[src/design/spherical_rotation_matrix_defines.svh]
// ----------------------------------------------------------------------------
// spherical_rotation_matrix_defines.svh
// Assertion macros shared by the rotation matrix term pipeline.
// ----------------------------------------------------------------------------
`ifndef SPHERICAL_ROTATION_MATRIX_DEFINES_SVH
`define SPHERICAL_ROTATION_MATRIX_DEFINES_SVH

// Same-cycle implication, checked on clk, quiet while rst_n is low.
`define SRM_ASSERT_NOW(label, ante, cons, msg) \
  label: assert property (@(posedge clk) disable iff (!rst_n) (ante) |-> (cons)) \
    else $error(msg);

// Next-cycle implication, checked on clk, quiet while rst_n is low.
`define SRM_ASSERT_NEXT(label, ante, cons, msg) \
  label: assert property (@(posedge clk) disable iff (!rst_n) (ante) |=> (cons)) \
    else $error(msg);

`endif

[src/design/srm_pkg.sv]
// ----------------------------------------------------------------------------
// srm_pkg
// Widths, CORDIC constants, result type and rounding helpers.
// ----------------------------------------------------------------------------
package srm_pkg;

  localparam int ANGLE_BITS   = 16;
  localparam int VALUE_BITS   = 16;
  localparam int FRAC_BITS    = VALUE_BITS - 1;
  localparam int TURN_BITS    = 32;
  localparam int WORK_BITS    = 32;
  localparam int WORK_FRAC    = 30;
  localparam int CORDIC_STEPS = 30;
  localparam int PROD_BITS    = 2 * VALUE_BITS;

  // input register + one stage per step + quadrant/round stage
  localparam int CORDIC_LAT = CORDIC_STEPS + 2;
  localparam int PROD_LAT   = 2;
  localparam int PIPE_DEPTH = CORDIC_LAT + PROD_LAT;
  localparam int PIPE_LAST  = PIPE_DEPTH - 1;

  // work value to output scaling
  localparam int RSH = (WORK_FRAC > FRAC_BITS) ? (WORK_FRAC - FRAC_BITS) : 0;
  localparam int LSH = (FRAC_BITS > WORK_FRAC) ? (FRAC_BITS - WORK_FRAC) : 0;
  localparam longint RND      = (RSH > 0) ? (longint'(1) << (RSH - 1)) : longint'(0);
  localparam longint PROD_RND = longint'(1) << (FRAC_BITS - 1);

  localparam int ROUND_BITS = WORK_BITS + 2 + LSH;
  localparam int SAT_BITS   = (ROUND_BITS > PROD_BITS + 2) ? ROUND_BITS : PROD_BITS + 2;

  typedef logic signed [VALUE_BITS-1:0] value_t;
  typedef logic signed [WORK_BITS-1:0]  work_t;
  typedef logic signed [PROD_BITS-1:0]  prod_t;
  typedef logic signed [SAT_BITS-1:0]   wide_t;

  // gain-compensated start vector, Q2.30
  localparam work_t X_INIT = 32'sh26DD3B6A;

  typedef enum logic [1:0] {
    QUAD_FIRST  = 2'd0,
    QUAD_SECOND = 2'd1,
    QUAD_THIRD  = 2'd2,
    QUAD_FOURTH = 2'd3
  } quad_t;

  typedef struct packed {
    value_t cos_beta;
    value_t sin_beta;
    value_t cos_lambda;
    value_t sin_lambda;
    value_t cb_times_cl;
    value_t cb_times_sl;
    value_t sb_times_cl;
    value_t sb_times_sl;
  } result_t;

  // atan(2^-i) in 2^32-per-turn units
  function automatic work_t atan_turn(input int unsigned i);
    case (i)
      0:       return 32'sd536870912;
      1:       return 32'sd316933406;
      2:       return 32'sd167458907;
      3:       return 32'sd85004756;
      4:       return 32'sd42667331;
      5:       return 32'sd21354465;
      6:       return 32'sd10679838;
      7:       return 32'sd5340245;
      8:       return 32'sd2670163;
      9:       return 32'sd1335087;
      10:      return 32'sd667544;
      11:      return 32'sd333772;
      12:      return 32'sd166886;
      13:      return 32'sd83443;
      14:      return 32'sd41722;
      15:      return 32'sd20861;
      16:      return 32'sd10430;
      17:      return 32'sd5215;
      18:      return 32'sd2608;
      19:      return 32'sd1304;
      20:      return 32'sd652;
      21:      return 32'sd326;
      22:      return 32'sd163;
      23:      return 32'sd81;
      24:      return 32'sd41;
      25:      return 32'sd20;
      26:      return 32'sd10;
      27:      return 32'sd5;
      28:      return 32'sd3;
      29:      return 32'sd1;
      default: return '0;
    endcase
  endfunction

  // clamp to +/-(2^FRAC_BITS - 1)
  function automatic value_t sat_value(input wide_t v);
    wide_t lim;
    lim = {{(SAT_BITS - FRAC_BITS){1'b0}}, {FRAC_BITS{1'b1}}};
    if (v > lim) begin
      return value_t'(lim);
    end else if (v < -lim) begin
      return value_t'(-lim);
    end
    return value_t'(v);
  endfunction

  // round half up from WORK_FRAC fraction bits to FRAC_BITS, then clamp
  function automatic value_t round_work(input logic signed [WORK_BITS:0] v);
    wide_t t;
    t = SAT_BITS'(v);
    t = ((t + SAT_BITS'(RND)) >>> RSH) <<< LSH;
    return sat_value(t);
  endfunction

endpackage

[src/design/srm_product.sv]
// ----------------------------------------------------------------------------
// srm_product
// Two-stage cross products: multiply, then round half up and clamp.
// ----------------------------------------------------------------------------
module srm_product (
  input  logic             clk,
  input  logic             en,
  input  srm_pkg::value_t  cos_beta,
  input  srm_pkg::value_t  sin_beta,
  input  srm_pkg::value_t  cos_lambda,
  input  srm_pkg::value_t  sin_lambda,
  output srm_pkg::result_t res
);

  srm_pkg::value_t  fac_a [0:3];
  srm_pkg::value_t  fac_b [0:3];
  srm_pkg::prod_t   prod_r [0:3];
  srm_pkg::value_t  term_r [0:3];
  srm_pkg::value_t  cb_r, sb_r, cl_r, sl_r;
  srm_pkg::result_t res_r;

  assign fac_a[0] = cos_beta;
  assign fac_b[0] = cos_lambda;
  assign fac_a[1] = cos_beta;
  assign fac_b[1] = sin_lambda;
  assign fac_a[2] = sin_beta;
  assign fac_b[2] = cos_lambda;
  assign fac_a[3] = sin_beta;
  assign fac_b[3] = sin_lambda;

  for (genvar k = 0; k < 4; k++) begin : g_lane
    always_ff @(posedge clk) begin
      if (en) begin
        prod_r[k] <= srm_pkg::PROD_BITS'(fac_a[k]) * srm_pkg::PROD_BITS'(fac_b[k]);
      end
    end
    assign term_r[k] = srm_pkg::sat_value(
        (srm_pkg::SAT_BITS'(prod_r[k]) + srm_pkg::SAT_BITS'(srm_pkg::PROD_RND))
        >>> srm_pkg::FRAC_BITS);
  end

  always_ff @(posedge clk) begin
    if (en) begin
      cb_r <= cos_beta;
      sb_r <= sin_beta;
      cl_r <= cos_lambda;
      sl_r <= sin_lambda;
      res_r.cos_beta    <= cb_r;
      res_r.sin_beta    <= sb_r;
      res_r.cos_lambda  <= cl_r;
      res_r.sin_lambda  <= sl_r;
      res_r.cb_times_cl <= term_r[0];
      res_r.cb_times_sl <= term_r[1];
      res_r.sb_times_cl <= term_r[2];
      res_r.sb_times_sl <= term_r[3];
    end
  end

  assign res = res_r;

endmodule

[config.mk]
export PLATFORM = sky130hd
export DESIGN_NAME = srm_product
export DESIGN_NICKNAME = d
export VERILOG_FILES = /design/src/design/spherical_rotation_matrix_defines.svh /design/src/design/srm_pkg.sv /design/src/design/srm_product.sv
export SDC_FILE = /design/constraint.sdc
export NUM_CORES = 2
export LEC_CHECK = 0
export ABC_AREA = 1
export BUFFER_PORTS_ARGS = -buffer_cell sky130_fd_sc_hd__buf_4
export CORE_MARGIN = 2
export CORE_UTILIZATION = 54
export CTS_BUF_LIST = sky130_fd_sc_hd__clkbuf_16
export CTS_CLUSTER_SIZE = 12
export DETAILED_ROUTE_END_ITERATION = 6
export GPL_TIMING_DRIVEN = 0
export PLACE_DENSITY = 0.71
export SKIP_CTS_REPAIR_TIMING = 1
export SLEW_MARGIN = 15
export SYNTH_ARGS = -nofsm -noshare
export SYNTH_HDL_FRONTEND = slang
export SYNTH_SLANG_ARGS = --single-unit
[constraint.sdc]
create_clock -name clk -period 16.5 [get_ports clk]
set_input_delay 2.475 -clock clk [delete_from_list [all_inputs] [get_ports clk]]
set_output_delay 2.475 -clock clk [all_outputs]
set_load 0.02 [all_outputs]
==> qor.csv <==
metric;value;unit
status;complete, no violations;
post-DP HPWL;124.2;mm
Synth Instances;6039;
Port Buffer Count;193;
post-synthesis cell type count;51;
Num CTS Buffers;34;
Synth top area share;40.91;%
Final Util;59.08;%
crit-path max cell delay;0.85;ns
fin. max-slew vios;0;
Syn. warnings;0;
crit path DAT;9.31;ns
EDFF count, synth;264;
share of post-route cells with drive strength above 1;4.797;%
starting density of the core;54.57;%
Clock Sinks;264;
drt drc;0;
Core ar.;0.09361;sq mm
Synth Net Count;7469;
ANT nets after route;0;
vias in the first global route;41430;
htree depth;2;
die area;0.09708;sq mm
largest net degree at the start of global routing;97;
clk_skew;0.01615;ns
most used cell, CP;fa_1;
fin crit share;54.41;%
MaxCap Viol Count;0;
CTS max path bufs;3;
Fin Hold WS;0.4025;ns
Avg WL per Cell;19.85;um
slowest CP cell;clkbuf_1;
Worst Hold Class;register to register;
Setup crit start kind;primary input;
CP Capture Type;register;
GRT overflow;0;
drt pass-1 iters;7;
die height;311.6;um
vias;39490;
clock root buffer;clkbuf_16;
first-pass GRT wire length;235.3;mm
Final nets;7700;
vias per cell;5.230;
synth-to-layout area growth;8.259;%
sequential fraction of the synthesis area;15.52;%
post-route cell area;0.05531;sq mm
Iter 0 DRT Violations;3456;
dpl cell area;0.05417;sq mm
CP required;16.83;ns
drt total wl;149.9;mm
CP Max Fanout;10;
setup TNS;0;ns
Synth async-reset ratio;0;%
critical-path cell list;buf_4 > clkbuf_1 > buf_1 > nand2_1 > fa_1 > fa_1 > fa_1 > inv_1 > fa_1 > fa_1 > inv_1 > fa_1 > inv_1 > ha_1 > nand2_1 > inv_1 > nand2_1 > o21ai_0 > a21oi_1 > o21ai_1 > nand3_1 > nand3b_1 > nand2_1;
register bit total from synthesis;264;
cell family with most CP delay;adder cells;
Tightest Pin Transition;1.194;ns
CTS tree;done;
Area contributors post-synth;fa_1, edfxtp_1, inv_1;
WS Path Type;primary input to register;
RSZ-0062 raised after global routing;no;
Relative slew margins;20.43;%
Syn Area/Cell;8.459;sq um
RePlAce Congestion;1.016;
# IOs;194;
initial antenna violation count;3;
final setup vio count;0;
Hold Violations, Final;0;
Synth Flop Type;edfxtp_1;
Clock transition at path regs;0.06;ns
Die Wd;311.6;um
Worst Path Buf+Inv;7;
Max Fclk;111.4;MHz
fillers;8489;
FP Rows;112;
Global Route Usage Sum;31.93;%
area leader, netlist;fa_1;
synthesized area;0.05109;sq mm
minimum clock period;8.977;ns
latest clock arrival within the worst-skew pair;0.59;ns
[state kept, by name (all words and copies together) (netlist names)]
| signal | count |
|---|---|
| cb_r | 16 |
| cl_r | 16 |
| prod_r | 72 |
| res | 128 |
| sb_r | 16 |
| sl_r | 16 |
[per-layer routing]
layer / share of wire (%) / routed length (um) / up-vias / global-route usage [%]
met1: 38 / 57690 / 19430 / 40.75
met5: 0 / 0 / - / 0
met4: 6.0 / 9030 / 0 / 16.28
li1: - / - / 17810 / -
met3: 11 / 16140 / 446 / 8.765
met2: 45 / 67030 / 1804 / 50.10
[kinds of logic after synthesis]
group | Yosys count | synth area share, %
adder cells (fa/ha/maj) | 1364 | 48.75
AO/OA/AOI/OAI | 290 | 3.253
XOR/XNOR | 125 | 2.143
AND/OR/NAND/NOR | 1957 | 15.25
flip-flops | 264 | 15.52
buffers and inverters | 2039 | 15.08
[cell type report]
class	instances	area (sq um)	share of cell area, %
multi-input combinational	3736	35450	64.10
sequential	264	7928	14.33
inverter	1841	6910	12.49
tap	1254	1569	2.837
timing repair buffer	195	1511	2.733
clock buffer	37	925.9	1.674
buffer	198	795.8	1.439
clock inverter	24	207.7	0.3755
antenna	2	5.005	0.009049
[through the flow]
| step | instances | worst slack, ns |
|---|---|---|
| 6_report | 7551 | 7.523 |
| 5_1_grt | 7549 | 7.328 |
| 4_1_cts | 7549 | 7.710 |
| 3_5_place_dp | 7488 | 7.087 |
| 3_3_place_gp | 7486 | 7.128 |
| 2_1_floorplan | 6039 | 8.757 |
[worst register-to-register path: stages (launching register included)]
cell,delay [ns]
edfxtp_1,0.39
ha_1,0.23
nand2_1,0.08
nor2_2,0.27
nand3_1,0.17
nor2_1,0.11
nand4_1,0.11
nor3_2,0.19
inv_1,0.07
nand2_1,0.06
nand3_1,0.08
nand2_2,0.16
buf_6,0.16
nand2_1,0.06
[Yosys cell counts, types with 31 or more instances]
cell type / count
nand2_1: 1507
inv_1: 1837
fa_1: 1044
a21oi_1: 141
xnor2_1: 45
nand3_1: 110
nand4_1: 32
edfxtp_1: 264
xor2_1: 80
ha_1: 320
o21ai_0: 74
nor2_1: 222
nor3_1: 31
clkbuf_1: 175
[worst paths after layout]
| check | from | endpoint | slack [ns] | cells past startpoint |
|---|---|---|---|---|
| max | cos_lambda[1] | prod_r[2][31]$_DFFE_PP_ | 7.52 | 23 |
| max reg2reg | prod_r[2][14]$_DFFE_PP_ | res[24]$_DFFE_PP_ | 14.11 | 13 |
| min | sl_r[9]$_DFFE_PP_ | res[73]$_DFFE_PP_ | 0.40 | 0 |
| min reg2reg | sl_r[9]$_DFFE_PP_ | res[73]$_DFFE_PP_ | 0.40 | 0 |
[layout by cell type (no fill, tap or decap), types with 31 or more instances in the layout]
cell / synthesis / final
inv_1: 1837 / 1839
nand2_1: 1507 / 1507
fa_1: 1044 / 1044
ha_1: 320 / 320
edfxtp_1: 264 / 264
nor2_1: 222 / 222
buf_4: 1 / 193
clkbuf_1: 175 / 175
a21oi_1: 141 / 141
nand3_1: 110 / 110
xor2_1: 80 / 80
o21ai_0: 74 / 74
xnor2_1: 45 / 45
clkbuf_16: 0 / 37
nand4_1: 32 / 32
nor3_1: 31 / 31
Power is not shown: default switching activity piles up to over one toggle a cycle in this logic, so the estimate is an artifact.
